**src/rtl/lbrl_pkg.sv**
```systemverilog
// Shared widths, register indexes and controller/datapath interface types.
package lbrl_pkg;

   localparam int NOW_W       = 32;
   localparam int SIZE_W      = 31;
   localparam int INTERVAL_W  = 31;
   localparam int LIMIT_W     = 40;
   localparam int RATE_W      = 40;
   localparam int LEVEL_W     = 48;
   localparam int WAIT_W      = 32;
   localparam int HALF_W      = RATE_W / 2;
   localparam int PP_W        = NOW_W + HALF_W;
   localparam int PROD_W      = NOW_W + RATE_W;
   localparam int DIV_STEPS   = LEVEL_W;
   localparam int DIV_CNT_W   = $clog2(DIV_STEPS + 1);
   localparam int CSR_INDEX_W = 8;
   localparam int CSR_DATA_W  = 40;

   localparam logic [CSR_INDEX_W-1:0] REG_INTERVAL = CSR_INDEX_W'(0);
   localparam logic [CSR_INDEX_W-1:0] REG_LIMIT    = CSR_INDEX_W'(1);

   localparam logic [WAIT_W-1:0]  WAIT_MAX  = {WAIT_W{1'b1}};
   localparam logic [LEVEL_W-1:0] LEVEL_MAX = {LEVEL_W{1'b1}};

   typedef struct packed {
      logic cfg_write;
      logic take_req;
      logic rate_clear;
      logic rate_load;
      logic div_start;
      logic div_for_wait;
      logic mul_lo;
      logic mul_hi;
      logic drain;
      logic mark_set;
      logic res_clear;
      logic res_max;
      logic res_wait;
      logic fill_add;
      logic rsp_load;
   } lbrl_cmd_type;

   typedef struct packed {
      logic cfg_known;
      logic interval_zero;
      logic trivial;
      logic due;
      logic rate_zero;
      logic over_limit;
      logic div_done;
   } lbrl_status_type;

endpackage

```
**src/rtl/lbrl_div.sv**
```systemverilog
// Restoring radix-2 divider, one quotient bit per cycle.
module lbrl_div (
   input  logic                              clock,
   input  logic                              reset,
   input  logic                              start,
   input  logic [lbrl_pkg::LEVEL_W-1:0]      dividend,
   input  logic [lbrl_pkg::RATE_W-1:0]       divisor,
   output logic [lbrl_pkg::LEVEL_W-1:0]      quotient,
   output logic                              done
);

   logic [lbrl_pkg::RATE_W-1:0]    rem_ff, rem_in;
   logic [lbrl_pkg::LEVEL_W-1:0]   quo_ff, quo_in;
   logic [lbrl_pkg::RATE_W-1:0]    divisor_ff, divisor_in;
   logic [lbrl_pkg::DIV_CNT_W-1:0] count_ff, count_in;
   logic                           busy_ff, busy_in;
   logic                           done_ff, done_in;
   logic [lbrl_pkg::RATE_W:0]      rem_shift;
   logic [lbrl_pkg::RATE_W:0]      rem_diff;
   logic                           fits;

   assign rem_shift = {rem_ff, quo_ff[lbrl_pkg::LEVEL_W-1]};
   assign rem_diff  = rem_shift - {1'b0, divisor_ff};
   assign fits      = rem_shift >= {1'b0, divisor_ff};

   always_comb begin
      rem_in     = rem_ff;
      quo_in     = quo_ff;
      divisor_in = divisor_ff;
      count_in   = count_ff;
      busy_in    = busy_ff;
      done_in    = 1'b0;
      if (start) begin
         rem_in     = '0;
         quo_in     = dividend;
         divisor_in = divisor;
         count_in   = lbrl_pkg::DIV_CNT_W'(lbrl_pkg::DIV_STEPS);
         busy_in    = 1'b1;
      end else if (busy_ff) begin
         rem_in   = fits ? rem_diff[lbrl_pkg::RATE_W-1:0] : rem_shift[lbrl_pkg::RATE_W-1:0];
         quo_in   = {quo_ff[lbrl_pkg::LEVEL_W-2:0], fits};
         count_in = count_ff - lbrl_pkg::DIV_CNT_W'(1);
         if (count_ff == lbrl_pkg::DIV_CNT_W'(1)) begin
            busy_in = 1'b0;
            done_in = 1'b1;
         end
      end
   end

   always_ff @(posedge clock) begin
      if (reset) begin
         count_ff <= '0;
         busy_ff  <= 1'b0;
         done_ff  <= 1'b0;
      end else begin
         count_ff <= count_in;
         busy_ff  <= busy_in;
         done_ff  <= done_in;
      end
      rem_ff     <= rem_in;
      quo_ff     <= quo_in;
      divisor_ff <= divisor_in;
   end

   assign quotient = quo_ff;
   assign done     = done_ff;

endmodule

```
**src/rtl/lbrl_datapath.sv**
```systemverilog
// Bucket state, drain multiplier, comparisons, divider and result register.
module lbrl_datapath (
   input  logic                                clock,
   input  logic                                reset,
   input  lbrl_pkg::lbrl_cmd_type              cmd,
   output lbrl_pkg::lbrl_status_type           status,
   input  logic [lbrl_pkg::CSR_INDEX_W-1:0]    csr_index,
   input  logic [lbrl_pkg::CSR_DATA_W-1:0]     csr_data,
   input  logic [lbrl_pkg::NOW_W-1:0]          req_now_ms,
   input  logic [lbrl_pkg::SIZE_W-1:0]         req_size,
   output logic [lbrl_pkg::WAIT_W-1:0]         rsp_wait_ms,
   output logic                                rsp_delayed
);

   logic [lbrl_pkg::INTERVAL_W-1:0] interval_ff, interval_in;
   logic [lbrl_pkg::LIMIT_W-1:0]    limit_ff, limit_in;
   logic [lbrl_pkg::RATE_W-1:0]     rate_ff, rate_in;
   logic [lbrl_pkg::LEVEL_W-1:0]    fill_ff, fill_in;
   logic [lbrl_pkg::NOW_W-1:0]      mark_ff, mark_in;
   logic [lbrl_pkg::NOW_W-1:0]      now_ff, now_in;
   logic [lbrl_pkg::SIZE_W-1:0]     size_ff, size_in;
   logic [lbrl_pkg::PROD_W-1:0]     acc_ff, acc_in;
   logic [lbrl_pkg::WAIT_W-1:0]     res_wait_ff, res_wait_in;
   logic                            res_delayed_ff, res_delayed_in;
   logic [lbrl_pkg::WAIT_W-1:0]     rsp_wait_ff, rsp_wait_in;
   logic                            rsp_delayed_ff, rsp_delayed_in;

   logic [lbrl_pkg::NOW_W-1:0]      elapsed;
   logic [lbrl_pkg::HALF_W-1:0]     mul_half;
   logic [lbrl_pkg::PP_W-1:0]       pp;
   logic                            drain_all;
   logic [lbrl_pkg::LEVEL_W-1:0]    excess;
   logic [lbrl_pkg::LEVEL_W:0]      fill_sum;
   logic [lbrl_pkg::LEVEL_W-1:0]    div_dividend;
   logic [lbrl_pkg::RATE_W-1:0]     div_divisor;
   logic [lbrl_pkg::LEVEL_W-1:0]    div_quotient;
   logic                            div_done;

   assign elapsed   = now_ff - mark_ff;
   assign mul_half  = cmd.mul_hi ? rate_ff[lbrl_pkg::RATE_W-1:lbrl_pkg::HALF_W]
                                 : rate_ff[lbrl_pkg::HALF_W-1:0];
   assign pp        = lbrl_pkg::PP_W'(elapsed) * lbrl_pkg::PP_W'(mul_half);
   assign drain_all = acc_ff >= {{(lbrl_pkg::PROD_W-lbrl_pkg::LEVEL_W){1'b0}}, fill_ff};
   assign excess    = fill_ff - {{(lbrl_pkg::LEVEL_W-lbrl_pkg::LIMIT_W){1'b0}}, limit_ff};
   assign fill_sum  = {1'b0, fill_ff}
                    + {{(lbrl_pkg::LEVEL_W+1-lbrl_pkg::SIZE_W){1'b0}}, size_ff};

   assign div_dividend = cmd.div_for_wait ? excess
                       : {{(lbrl_pkg::LEVEL_W-lbrl_pkg::LIMIT_W){1'b0}}, limit_ff};
   assign div_divisor  = cmd.div_for_wait ? rate_ff
                       : {{(lbrl_pkg::RATE_W-lbrl_pkg::INTERVAL_W){1'b0}}, interval_ff};

   lbrl_div u_div (
      .clock    (clock),
      .reset    (reset),
      .start    (cmd.div_start),
      .dividend (div_dividend),
      .divisor  (div_divisor),
      .quotient (div_quotient),
      .done     (div_done)
   );

   always_comb begin
      status.cfg_known     = (csr_index == lbrl_pkg::REG_INTERVAL)
                          || (csr_index == lbrl_pkg::REG_LIMIT);
      status.interval_zero = interval_ff == '0;
      status.trivial       = (size_ff == '0) || (interval_ff == '0);
      status.due           = elapsed >= {1'b0, interval_ff};
      status.rate_zero     = rate_ff == '0;
      status.over_limit    = fill_ff > {{(lbrl_pkg::LEVEL_W-lbrl_pkg::LIMIT_W){1'b0}}, limit_ff};
      status.div_done      = div_done;
   end

   always_comb begin
      interval_in    = interval_ff;
      limit_in       = limit_ff;
      rate_in        = rate_ff;
      fill_in        = fill_ff;
      mark_in        = mark_ff;
      now_in         = now_ff;
      size_in        = size_ff;
      acc_in         = acc_ff;
      res_wait_in    = res_wait_ff;
      res_delayed_in = res_delayed_ff;
      rsp_wait_in    = rsp_wait_ff;
      rsp_delayed_in = rsp_delayed_ff;

      if (cmd.cfg_write) begin
         if (csr_index == lbrl_pkg::REG_INTERVAL) begin
            interval_in = csr_data[lbrl_pkg::INTERVAL_W-1:0];
         end else begin
            limit_in = csr_data[lbrl_pkg::LIMIT_W-1:0];
         end
      end

      priority if (cmd.rate_clear) begin
         rate_in = '0;
      end else if (cmd.rate_load) begin
         rate_in = div_quotient[lbrl_pkg::RATE_W-1:0];
      end else begin
         rate_in = rate_ff;
      end

      if (cmd.take_req) begin
         now_in  = req_now_ms;
         size_in = req_size;
      end

      priority if (cmd.mul_lo) begin
         acc_in = {{lbrl_pkg::HALF_W{1'b0}}, pp};
      end else if (cmd.mul_hi) begin
         acc_in = acc_ff + {pp, {lbrl_pkg::HALF_W{1'b0}}};
      end else begin
         acc_in = acc_ff;
      end

      priority if (cmd.cfg_write) begin
         fill_in = '0;
      end else if (cmd.drain) begin
         fill_in = drain_all ? '0 : (fill_ff - acc_ff[lbrl_pkg::LEVEL_W-1:0]);
      end else if (cmd.fill_add) begin
         fill_in = fill_sum[lbrl_pkg::LEVEL_W] ? lbrl_pkg::LEVEL_MAX
                                               : fill_sum[lbrl_pkg::LEVEL_W-1:0];
      end else begin
         fill_in = fill_ff;
      end

      priority if (cmd.cfg_write) begin
         mark_in = '0;
      end else if (cmd.mark_set) begin
         mark_in = now_ff;
      end else begin
         mark_in = mark_ff;
      end

      priority if (cmd.res_clear) begin
         res_wait_in    = '0;
         res_delayed_in = 1'b0;
      end else if (cmd.res_max) begin
         res_wait_in    = lbrl_pkg::WAIT_MAX;
         res_delayed_in = 1'b1;
      end else if (cmd.res_wait) begin
         res_wait_in    = (div_quotient[lbrl_pkg::LEVEL_W-1:lbrl_pkg::WAIT_W] != '0)
                        ? lbrl_pkg::WAIT_MAX : div_quotient[lbrl_pkg::WAIT_W-1:0];
         res_delayed_in = 1'b1;
      end else begin
         res_wait_in    = res_wait_ff;
         res_delayed_in = res_delayed_ff;
      end

      if (cmd.rsp_load) begin
         rsp_wait_in    = res_wait_ff;
         rsp_delayed_in = res_delayed_ff;
      end
   end

   always_ff @(posedge clock) begin
      if (reset) begin
         interval_ff <= '0;
         limit_ff    <= '0;
         rate_ff     <= '0;
         fill_ff     <= '0;
         mark_ff     <= '0;
      end else begin
         interval_ff <= interval_in;
         limit_ff    <= limit_in;
         rate_ff     <= rate_in;
         fill_ff     <= fill_in;
         mark_ff     <= mark_in;
      end
      now_ff         <= now_in;
      size_ff        <= size_in;
      acc_ff         <= acc_in;
      res_wait_ff    <= res_wait_in;
      res_delayed_ff <= res_delayed_in;
      rsp_wait_ff    <= rsp_wait_in;
      rsp_delayed_ff <= rsp_delayed_in;
   end

   assign rsp_wait_ms = rsp_wait_ff;
   assign rsp_delayed = rsp_delayed_ff;

endmodule

```
**src/rtl/lbrl_ctrl.sv**
```systemverilog
// Sequencing state machine for configuration, drain, wait division and result beats.
module lbrl_ctrl (
   input  logic                      clock,
   input  logic                      reset,
   input  logic                      req_valid,
   output logic                      req_ready,
   input  logic                      csr_valid,
   output logic                      csr_ready,
   output logic                      rsp_valid,
   input  logic                      rsp_ready,
   input  lbrl_pkg::lbrl_status_type status,
   output lbrl_pkg::lbrl_cmd_type    cmd
);

   localparam logic [3:0] ST_IDLE      = 4'd0;
   localparam logic [3:0] ST_RATE      = 4'd1;
   localparam logic [3:0] ST_RATE_WAIT = 4'd2;
   localparam logic [3:0] ST_CHECK     = 4'd3;
   localparam logic [3:0] ST_MUL_LO    = 4'd4;
   localparam logic [3:0] ST_MUL_HI    = 4'd5;
   localparam logic [3:0] ST_DRAIN     = 4'd6;
   localparam logic [3:0] ST_LEVEL     = 4'd7;
   localparam logic [3:0] ST_WAIT_DIV  = 4'd8;
   localparam logic [3:0] ST_ADD       = 4'd9;
   localparam logic [3:0] ST_OUT       = 4'd10;

   logic [3:0] state_ff, state_in;
   logic       rsp_valid_ff, rsp_valid_in;

   assign csr_ready = state_ff == ST_IDLE;
   assign req_ready = (state_ff == ST_IDLE) && !csr_valid;
   assign rsp_valid = rsp_valid_ff;

   always_comb begin
      cmd          = '0;
      state_in     = state_ff;
      rsp_valid_in = rsp_valid_ff && !rsp_ready;

      unique case (state_ff)
         ST_IDLE: begin
            if (csr_valid) begin
               if (status.cfg_known) begin
                  cmd.cfg_write = 1'b1;
                  state_in      = ST_RATE;
               end
            end else if (req_valid) begin
               cmd.take_req = 1'b1;
               state_in     = ST_CHECK;
            end
         end
         ST_RATE: begin
            if (status.interval_zero) begin
               cmd.rate_clear = 1'b1;
               state_in       = ST_IDLE;
            end else begin
               cmd.div_start = 1'b1;
               state_in      = ST_RATE_WAIT;
            end
         end
         ST_RATE_WAIT: begin
            if (status.div_done) begin
               cmd.rate_load = 1'b1;
               state_in      = ST_IDLE;
            end
         end
         ST_CHECK: begin
            priority if (status.trivial) begin
               cmd.res_clear = 1'b1;
               state_in      = ST_OUT;
            end else if (status.due && !status.rate_zero) begin
               state_in = ST_MUL_LO;
            end else if (status.due) begin
               cmd.mark_set = 1'b1;
               state_in     = ST_LEVEL;
            end else begin
               state_in = ST_LEVEL;
            end
         end
         ST_MUL_LO: begin
            cmd.mul_lo = 1'b1;
            state_in   = ST_MUL_HI;
         end
         ST_MUL_HI: begin
            cmd.mul_hi = 1'b1;
            state_in   = ST_DRAIN;
         end
         ST_DRAIN: begin
            cmd.drain    = 1'b1;
            cmd.mark_set = 1'b1;
            state_in     = ST_LEVEL;
         end
         ST_LEVEL: begin
            priority if (!status.over_limit) begin
               cmd.res_clear = 1'b1;
               state_in      = ST_ADD;
            end else if (status.rate_zero) begin
               cmd.res_max = 1'b1;
               state_in    = ST_ADD;
            end else begin
               cmd.div_start    = 1'b1;
               cmd.div_for_wait = 1'b1;
               state_in         = ST_WAIT_DIV;
            end
         end
         ST_WAIT_DIV: begin
            cmd.div_for_wait = 1'b1;
            if (status.div_done) begin
               cmd.res_wait = 1'b1;
               state_in     = ST_ADD;
            end
         end
         ST_ADD: begin
            cmd.fill_add = 1'b1;
            state_in     = ST_OUT;
         end
         ST_OUT: begin
            if (!rsp_valid_ff || rsp_ready) begin
               cmd.rsp_load = 1'b1;
               rsp_valid_in = 1'b1;
               state_in     = ST_IDLE;
            end
         end
         default: begin
            state_in = ST_IDLE;
         end
      endcase
   end

   always_ff @(posedge clock) begin
      if (reset) begin
         state_ff     <= ST_IDLE;
         rsp_valid_ff <= 1'b0;
      end else begin
         state_ff     <= state_in;
         rsp_valid_ff <= rsp_valid_in;
      end
   end

endmodule

```
**src/rtl/leaky_bucket_rate_limiter.sv**
```systemverilog
// Top level of the leaky-bucket rate limiter: controller, datapath and checks.
//
//   Channel   Direction  Handshake              Payload
//   req       in         req_valid/req_ready    req_now_ms[31:0], req_size[30:0]
//   rsp       out        rsp_valid/rsp_ready    rsp_wait_ms[31:0], rsp_delayed
//   csr       in         csr_valid/csr_ready    csr_index[7:0], csr_data[39:0]
//
// A request beat skips the drain and the division when the size or interval is zero,
// skips the division when no wait is needed, and runs the 48-step radix-2 divider
// when a wait is computed. A write to the interval or limit register recomputes the
// drain rate on that divider (or clears it at zero interval) with req_ready held low.
// Reset is synchronous and clears the bucket and the registers.
// A stalled result sits in the output register while the next request beat is accepted.
module leaky_bucket_rate_limiter (
   input  logic                                clock,
   input  logic                                reset,
   input  logic                                req_valid,
   output logic                                req_ready,
   input  logic [lbrl_pkg::NOW_W-1:0]          req_now_ms,
   input  logic [lbrl_pkg::SIZE_W-1:0]         req_size,
   output logic                                rsp_valid,
   input  logic                                rsp_ready,
   output logic [lbrl_pkg::WAIT_W-1:0]         rsp_wait_ms,
   output logic                                rsp_delayed,
   input  logic                                csr_valid,
   output logic                                csr_ready,
   input  logic [lbrl_pkg::CSR_INDEX_W-1:0]    csr_index,
   input  logic [lbrl_pkg::CSR_DATA_W-1:0]     csr_data
);

   lbrl_pkg::lbrl_cmd_type    cmd;
   lbrl_pkg::lbrl_status_type status;

   lbrl_ctrl u_ctrl (
      .clock     (clock),
      .reset     (reset),
      .req_valid (req_valid),
      .req_ready (req_ready),
      .csr_valid (csr_valid),
      .csr_ready (csr_ready),
      .rsp_valid (rsp_valid),
      .rsp_ready (rsp_ready),
      .status    (status),
      .cmd       (cmd)
   );

   lbrl_datapath u_datapath (
      .clock       (clock),
      .reset       (reset),
      .cmd         (cmd),
      .status      (status),
      .csr_index   (csr_index),
      .csr_data    (csr_data),
      .req_now_ms  (req_now_ms),
      .req_size    (req_size),
      .rsp_wait_ms (rsp_wait_ms),
      .rsp_delayed (rsp_delayed)
   );

   a_busy_after_req: assert property (@(posedge clock) disable iff (reset)
      req_valid && req_ready |=> !req_ready)
      else $error("request accepted while the previous one is still in work");

   a_busy_after_cfg: assert property (@(posedge clock) disable iff (reset)
      csr_valid && csr_ready
         && (csr_index == lbrl_pkg::REG_INTERVAL || csr_index == lbrl_pkg::REG_LIMIT)
      |=> !req_ready)
      else $error("request admitted before the drain rate was recomputed");

   a_wait_needs_delay: assert property (@(posedge clock) disable iff (reset)
      rsp_valid && !rsp_delayed |-> rsp_wait_ms == '0)
      else $error("nonzero wait on a result that was not delayed");

endmodule

```
**config.mk**
```make
export PLATFORM = sky130hd
export DESIGN_NAME = leaky_bucket_rate_limiter
export DESIGN_NICKNAME = d
export VERILOG_FILES = /design/src/rtl/lbrl_pkg.sv /design/src/rtl/lbrl_div.sv /design/src/rtl/lbrl_datapath.sv /design/src/rtl/lbrl_ctrl.sv /design/src/rtl/leaky_bucket_rate_limiter.sv
export SDC_FILE = /design/constraint.sdc
export NUM_CORES = 2
export LEC_CHECK = 0
export ABC_CLOCK_PERIOD_IN_PS = 15100
export BUFFER_PORTS_ARGS = -buffer_cell sky130_fd_sc_hd__buf_4
export CAP_MARGIN = 20
export CORE_AREA = 4 4 360 362
export DETAILED_ROUTE_END_ITERATION = 8
export DIE_AREA = 0 0 364 366
export PLACE_DENSITY = 0.56
export SYNTH_ARGS = -nofsm -noshare
export SYNTH_HDL_FRONTEND = slang
export SYNTH_SLANG_ARGS = --single-unit
```
**constraint.sdc**
```tcl
create_clock -name clock -period 15.1 [get_ports clock]
set_clock_uncertainty 0.15 [all_clocks]
set_input_delay 3.02 -clock clock [delete_from_list [all_inputs] [get_ports clock]]
set_output_delay 3.02 -clock clock [all_outputs]
set_load 0.05 [all_outputs]
```
After elaboration in Yosys (flattened, before gate mapping)
Cells that the tools add are included.
{ "totals": {"ff_bits": 533, "inputBits": 116, "output_inout_bits": 36, "word_cells": 149} }
{ "op_classes": {"n_addsub": 7, "mul": 1, "magnitude_cmp": 4, "n_eq_ne": 17, "muxes": 68, "bitwise": 2, "reduce_logical": 27} }
{ "op_table": {"columns": ["op", "n"], "rows": [
  ["2-to-1 mux 48 bit", 7],
  ["2-to-1 mux 52 bit", 2],
  ["2-to-1 mux 32 bit", 3],
  ["adder 72 bit", 1],
  ["greater-or-equal comparator 72 x 48 -> 1 bit", 1],
  ["zero test 31 bit", 2],
  ["multiplier 32 x 20 -> 52 bit", 1],
  ["adder 48 x 31 -> 49 bit", 1],
  ["greater-than comparator 48 x 40 -> 1 bit", 1],
  ["subtractor 48 x 40 -> 48 bit", 1],
  ["subtractor 48 bit", 1],
  ["one-hot mux 4 bit (11 select lines)", 1],
  ["greater-or-equal comparator 41 x 40 -> 1 bit", 1],
  ["zero test 40 bit", 1],
  ["2-to-1 mux 40 bit", 1],
  ["subtractor 40 bit", 1],
  ["2-to-1 mux 1 bit", 34],
  ["greater-or-equal comparator 32 x 31 -> 1 bit", 1],
  ["subtractor 32 bit", 1],
  ["2-to-1 mux 31 bit", 1],
  ["2-to-1 mux 4 bit", 7],
  ["2-to-1 mux 20 bit", 1],
  ["== test 4 x 3 -> 1 bit, second input constant", 4],
  ["nonzero test 16 bit", 1],
  ["other kinds (23)", 50]
]} }

Depth between registers and ports, before layout
{ "depth": {"ltp_word": 7, "mapped_depth": 56, "mapped_depth_nobuf": 53} }

By module
From an unflattened synthesis, not the netlist that was laid out.
{ "hier_totals": {"cells_unflattened": 6725, "hier_area_um2": 57126.0} }
{ "modules_own_cells": {"columns": ["module", "n_inst", "cells_each", "area_per_inst_um2", "seq_area_each_um2"], "rows": [
  ["lbrl_datapath", 1, 5825, 48569.1, 9328.9],
  ["lbrl_div", 1, 819, 7980.2, 3603.5],
  ["lbrl_ctrl", 1, 81, 576.8, 100.1]
]} }

Worst setup path before layout
OpenSTA, ideal clock, no wires.
{ "synth_timing": {"path_kind": "register to register", "startpoint": "register u_datapath.now_ff[0] (netlist name)", "endpoint": "register u_datapath.acc_ff[71] (netlist name)", "setup_ps": 123, "arrival_ps": 10928, "path_slack_ps": 3899, "path_stages_with_launch": 49, "period_less_slack_ps": 11201, "path_cell_list": "edfxtp_1 > inv_1 > ha_1 > fa_1 > nor2b_1 > o21ai_1 > a21boi_0 > o21ai_1 > a21boi_1 > o21a_1 > o21a_1 > o21ai_0 > a21o_1 > nor4b_1 > nor3_1 > clkbuf_1 > nor2_1 > fa_1 > (+13 left out) > a31oi_1 > o221a_2 > o21ai_1 > a221o_1 > a21o_1 > a21oi_1 > xnor2_1 > ha_1 > and4_1 > a221o_1 > a31oi_1 > and2_1 > nor2_1 > o31a_1 > a211oi_2 > xnor3_1 > a21oi_1 > o22ai_1"} }
{ "synth_between": {"elab_chain_cells": 3} }
{ "synth_lines": {"columns": ["item", "line", "text"], "rows": [
  ["start, declared", "lbrl_datapath.sv:20", "logic [lbrl_pkg::NOW_W-1:0] now_ff, now_in;"],
  ["start signal, assigned", "lbrl_datapath.sv:171", "now_ff <= now_in;"],
  ["subtractor 32 bit", "lbrl_datapath.sv:39", "assign elapsed = now_ff - mark_ff;"],
  ["multiplier 32 x 20 -> 52 bit", "lbrl_datapath.sv:42", "assign pp = lbrl_pkg::PP_W'(elapsed) * lbrl_pkg::PP_W'(mul_half);"],
  ["adder 72 bit", "lbrl_datapath.sv:112", "acc_in = acc_ff + {pp, {lbrl_pkg::HALF_W{1'b0}}};"],
  ["end signal, assigned", "lbrl_datapath.sv:173", "acc_ff <= acc_in;"],
  ["end, declared", "lbrl_datapath.sv:22", "logic [lbrl_pkg::PROD_W-1:0] acc_ff, acc_in;"]
]} }
Every way passes these cells.
A chain may end at the register's enable or synchronous reset.

Worst setup path in the final report
Same ends and word-level chain as after synthesis.

==> run metrics <==
CTS buffer count=68; # hold bufs at CTS=0; routed via count=49243; most frequent cells in the layout=910 x inv_1, 838 x nand2_1, 580 x a21oi_1; Cells after Synth=6732; leading area contributor after synthesis=fa_1; Row Count=131; Worst slew margin=0.1445; Die Wd=364 µm; Fin. Hold Viols=0; sequential area share after synthesis=0.2303; CTS tree=yes; total track usage=0.3014; drt drc=0; dpl hpwl=158.8 mm; Critical Path Start Type=flop; Seq pwr share=0.368; fmax=0.07513 GHz; switching share of power=0.3347; Sum Neg Setup Slack=0 ns; worst min-delay path class=reg -> reg; Slew Limit Fails=0; clock network fraction of total power=0.380; post-DR wirelength/cell=24.03 µm; Syn Nets=7875; Critical Path End Type=flop; I/O pins=152; Synth top area share=0.1917; largest net degree at the start of global routing=87; Most common cell on crit path=fa_1; DRT iter0 DRCs=4273; fin util=0.4868; H-Tree Level Count=3; Critical-path top delay cell=nor3_2; Max Buffers Root-to-Sink=3; core area=0.1267 mm²; Critical Path Fanout Max=9; synthesis-stage register bit count=533; sw power=0.001496 W; P_leak=28.23 nW; area of the die=0.1332 mm²; worst hold start=u_datapath.res_wait_ff[26]; post-cts resize count=0; Worst EP required=15.51 ns; CP arrival=13.72 ns; WS Path Type=reg -> reg; R2R depth=47; Max stage delay on crit path=0.73 ns; Post-DP Area=0.05940 mm²; first-pass GRT wire length=305.2 mm; setup repair bufs after CTS=0; Pint=0.002974 W; Synth area leaders=fa_1 19%, edfxtp_1 13%, ha_1 11%; insertion delay to the later sink of the worst-skew pair=0.69 ns; initial antenna violation count=8; async set-reset flop share out of synthesis=0; Die H=366 µm; clock root buffer=clkbuf_16; detailed-route vias per instance=5.834; R2R Path End=u_datapath.acc_ff[71]; Final Wtd Congestion=0.9688; total grt overflow=0; pre-CTS worst setup slack=1.932 ns; Final period util=0.8814; Finished Cell Area=0.06168 mm²; fin worst setup slack=1.790 ns; fin nets=7866; Yosys Warn Count=0; ys flop type=dfxtp_1; clock-pin slew on the worst setup and hold paths=0.06 ns; status=complete, no violations; final antenna-violating net count=0; Post-synth EDFFs=236; Synth cell types=100; via count of the first global-routing pass=48128; reg2reg start=u_datapath.now_ff[0]; CTS sink count=533; max-cap violations=0; RSZ-0062 raised after global routing=false; hold path cells=0; power density cells=72.48 mW/mm²; mapped cell area=0.05659 mm²; Peak VDD IR=0.07878 mV; Hold EP=u_datapath.rsp_wait_ms[26]; Routed WL=202.8 mm; Gate power share=0.252; final setup violation count=0; synthesized area per cell=8.406 µm²; TritonRoute pass-1 iters=6; commonest non-fill, non-tap cell in the layout=inv_1; Min Clock Period, post-route=13.31 ns; Initial Util=0.4466; slew of the pin with the lowest slew margin=1.279 ns; reg2reg setup slack=1.79 ns; share of layout cells above drive strength 1=0.07215; Area growth syn-to-layout=8.999%; input/output buffers=151
-- sequential cells by signal, summed over array words and instances, names as in the netlist, 32 cells and up --
name,flops
u_datapath.acc_ff,72
u_datapath.fill_ff,48
u_datapath.u_div.quotient,48
u_datapath.limit_ff,40
u_datapath.rate_ff,40
u_datapath.u_div.divisor_ff,40
u_datapath.u_div.rem_ff,40
u_datapath.mark_ff,32
u_datapath.now_ff,32
u_datapath.res_wait_ff,32
u_datapath.rsp_wait_ms,32
-- logic make-up (layout without fill, tap and decap cells) --
| kind of cell | after synthesis | count (layout) | synth area share |
|---|---|---|---|
| flops | 533 | 533 | 0.2303 |
| other cells | 0 | 1 | 0 |
| fa+ha+maj | 1027 | 1027 | 0.2990 |
| buf+inv | 1251 | 1297 | 0.08426 |
| compound gates | 1605 | 1605 | 0.1774 |
| simple gates | 1988 | 1988 | 0.1553 |
| mux | 71 | 71 | 0.01333 |
| xor+xnor | 257 | 257 | 0.04048 |
-- critical path: cells and delay by family (launching register included) --
family	cells	cell delay (ns)
flops	1	0.34
compound gates	19	3.83
buf+inv	6	1.01
xor+xnor	2	0.74
simple gates	9	2.12
fa+ha+maj	11	4.96
-- Yosys cell counts, types with 55 or more instances --
library cell / n
xnor2_1: 153
xor2_1: 101
a21oi_1: 582
nand3_1: 139
o21ai_0: 295
edfxtp_1: 236
nor4_1: 60
nor3_1: 71
clkbuf_1: 276
a31oi_1: 63
inv_1: 912
fa_1: 542
nand2_1: 840
nand4_1: 63
dfxtp_1: 297
and2_1: 55
nor2_1: 550
ha_1: 485
a21o_1: 224
o211ai_1: 69
-- how the worst max path moves through the flow --
stage | end | slack (ns) | startpoint | cells after the start
2_1_floorplan | u_datapath.acc_ff[71] | 3.90 | u_datapath.now_ff[0] | 48
3_3_place_gp | u_datapath.acc_ff[71] | 2.00 | u_datapath.now_ff[0] | 47
3_5_place_dp | u_datapath.acc_ff[71] | 1.93 | u_datapath.now_ff[0] | 47
4_1_cts | u_datapath.acc_ff[71] | 1.86 | u_datapath.now_ff[0] | 47
5_1_grt | u_datapath.acc_ff[71] | 1.18 | u_datapath.now_ff[0] | 47
6_report | u_datapath.acc_ff[71] | 1.79 | u_datapath.now_ff[0] | 47
-- per-stage QoR --
| stage | hold slack [ns] | total power, W | instances |
|---|---|---|---|
| floorplan | 0.2586 | 0.002464 | 6732 |
| global placement | 0.2651 | 0.002780 | 8314 |
| detailed placement | 0.2677 | 0.002789 | 8315 |
| CTS | 0.2790 | 0.004496 | 8440 |
| global route | 0.2883 | 0.004695 | 8441 |
| finish | 0.2738 | 0.004471 | 8441 |
-- power by group through the flow --
stage	registers, W	logic (W)	clock network [W]
2_1_floorplan	0.00165	0.000811	0
3_3_place_gp	0.00168	0.00110	0
3_5_place_dp	0.00167	0.00111	0
4_1_cts	0.00165	0.00112	0.00173
5_1_grt	0.00166	0.00125	0.00179
6_report	0.00165	0.00113	0.00170
-- metal layers --
metal  vias up  GRT usage  share of wire
met5         -          0        0.00013
met4         4    0.09107          0.034
met3       354    0.05753          0.078
met2      1900     0.4745           0.45
met1     24374     0.4203           0.44
li1      22611          -              -
-- final cells by class --
type                       count  area [µm²]
tap                         1662        2079
timing repair buffer         247        1858
antenna                        1       2.502
sequential                   533       13030
clock buffer                  85        1858
multi-input combinational   4948       38950
clock inverter                40       421.7
inverter                     925        3475
fill                       12469       65020
Note: power is estimated with default switching activity, not from simulation.
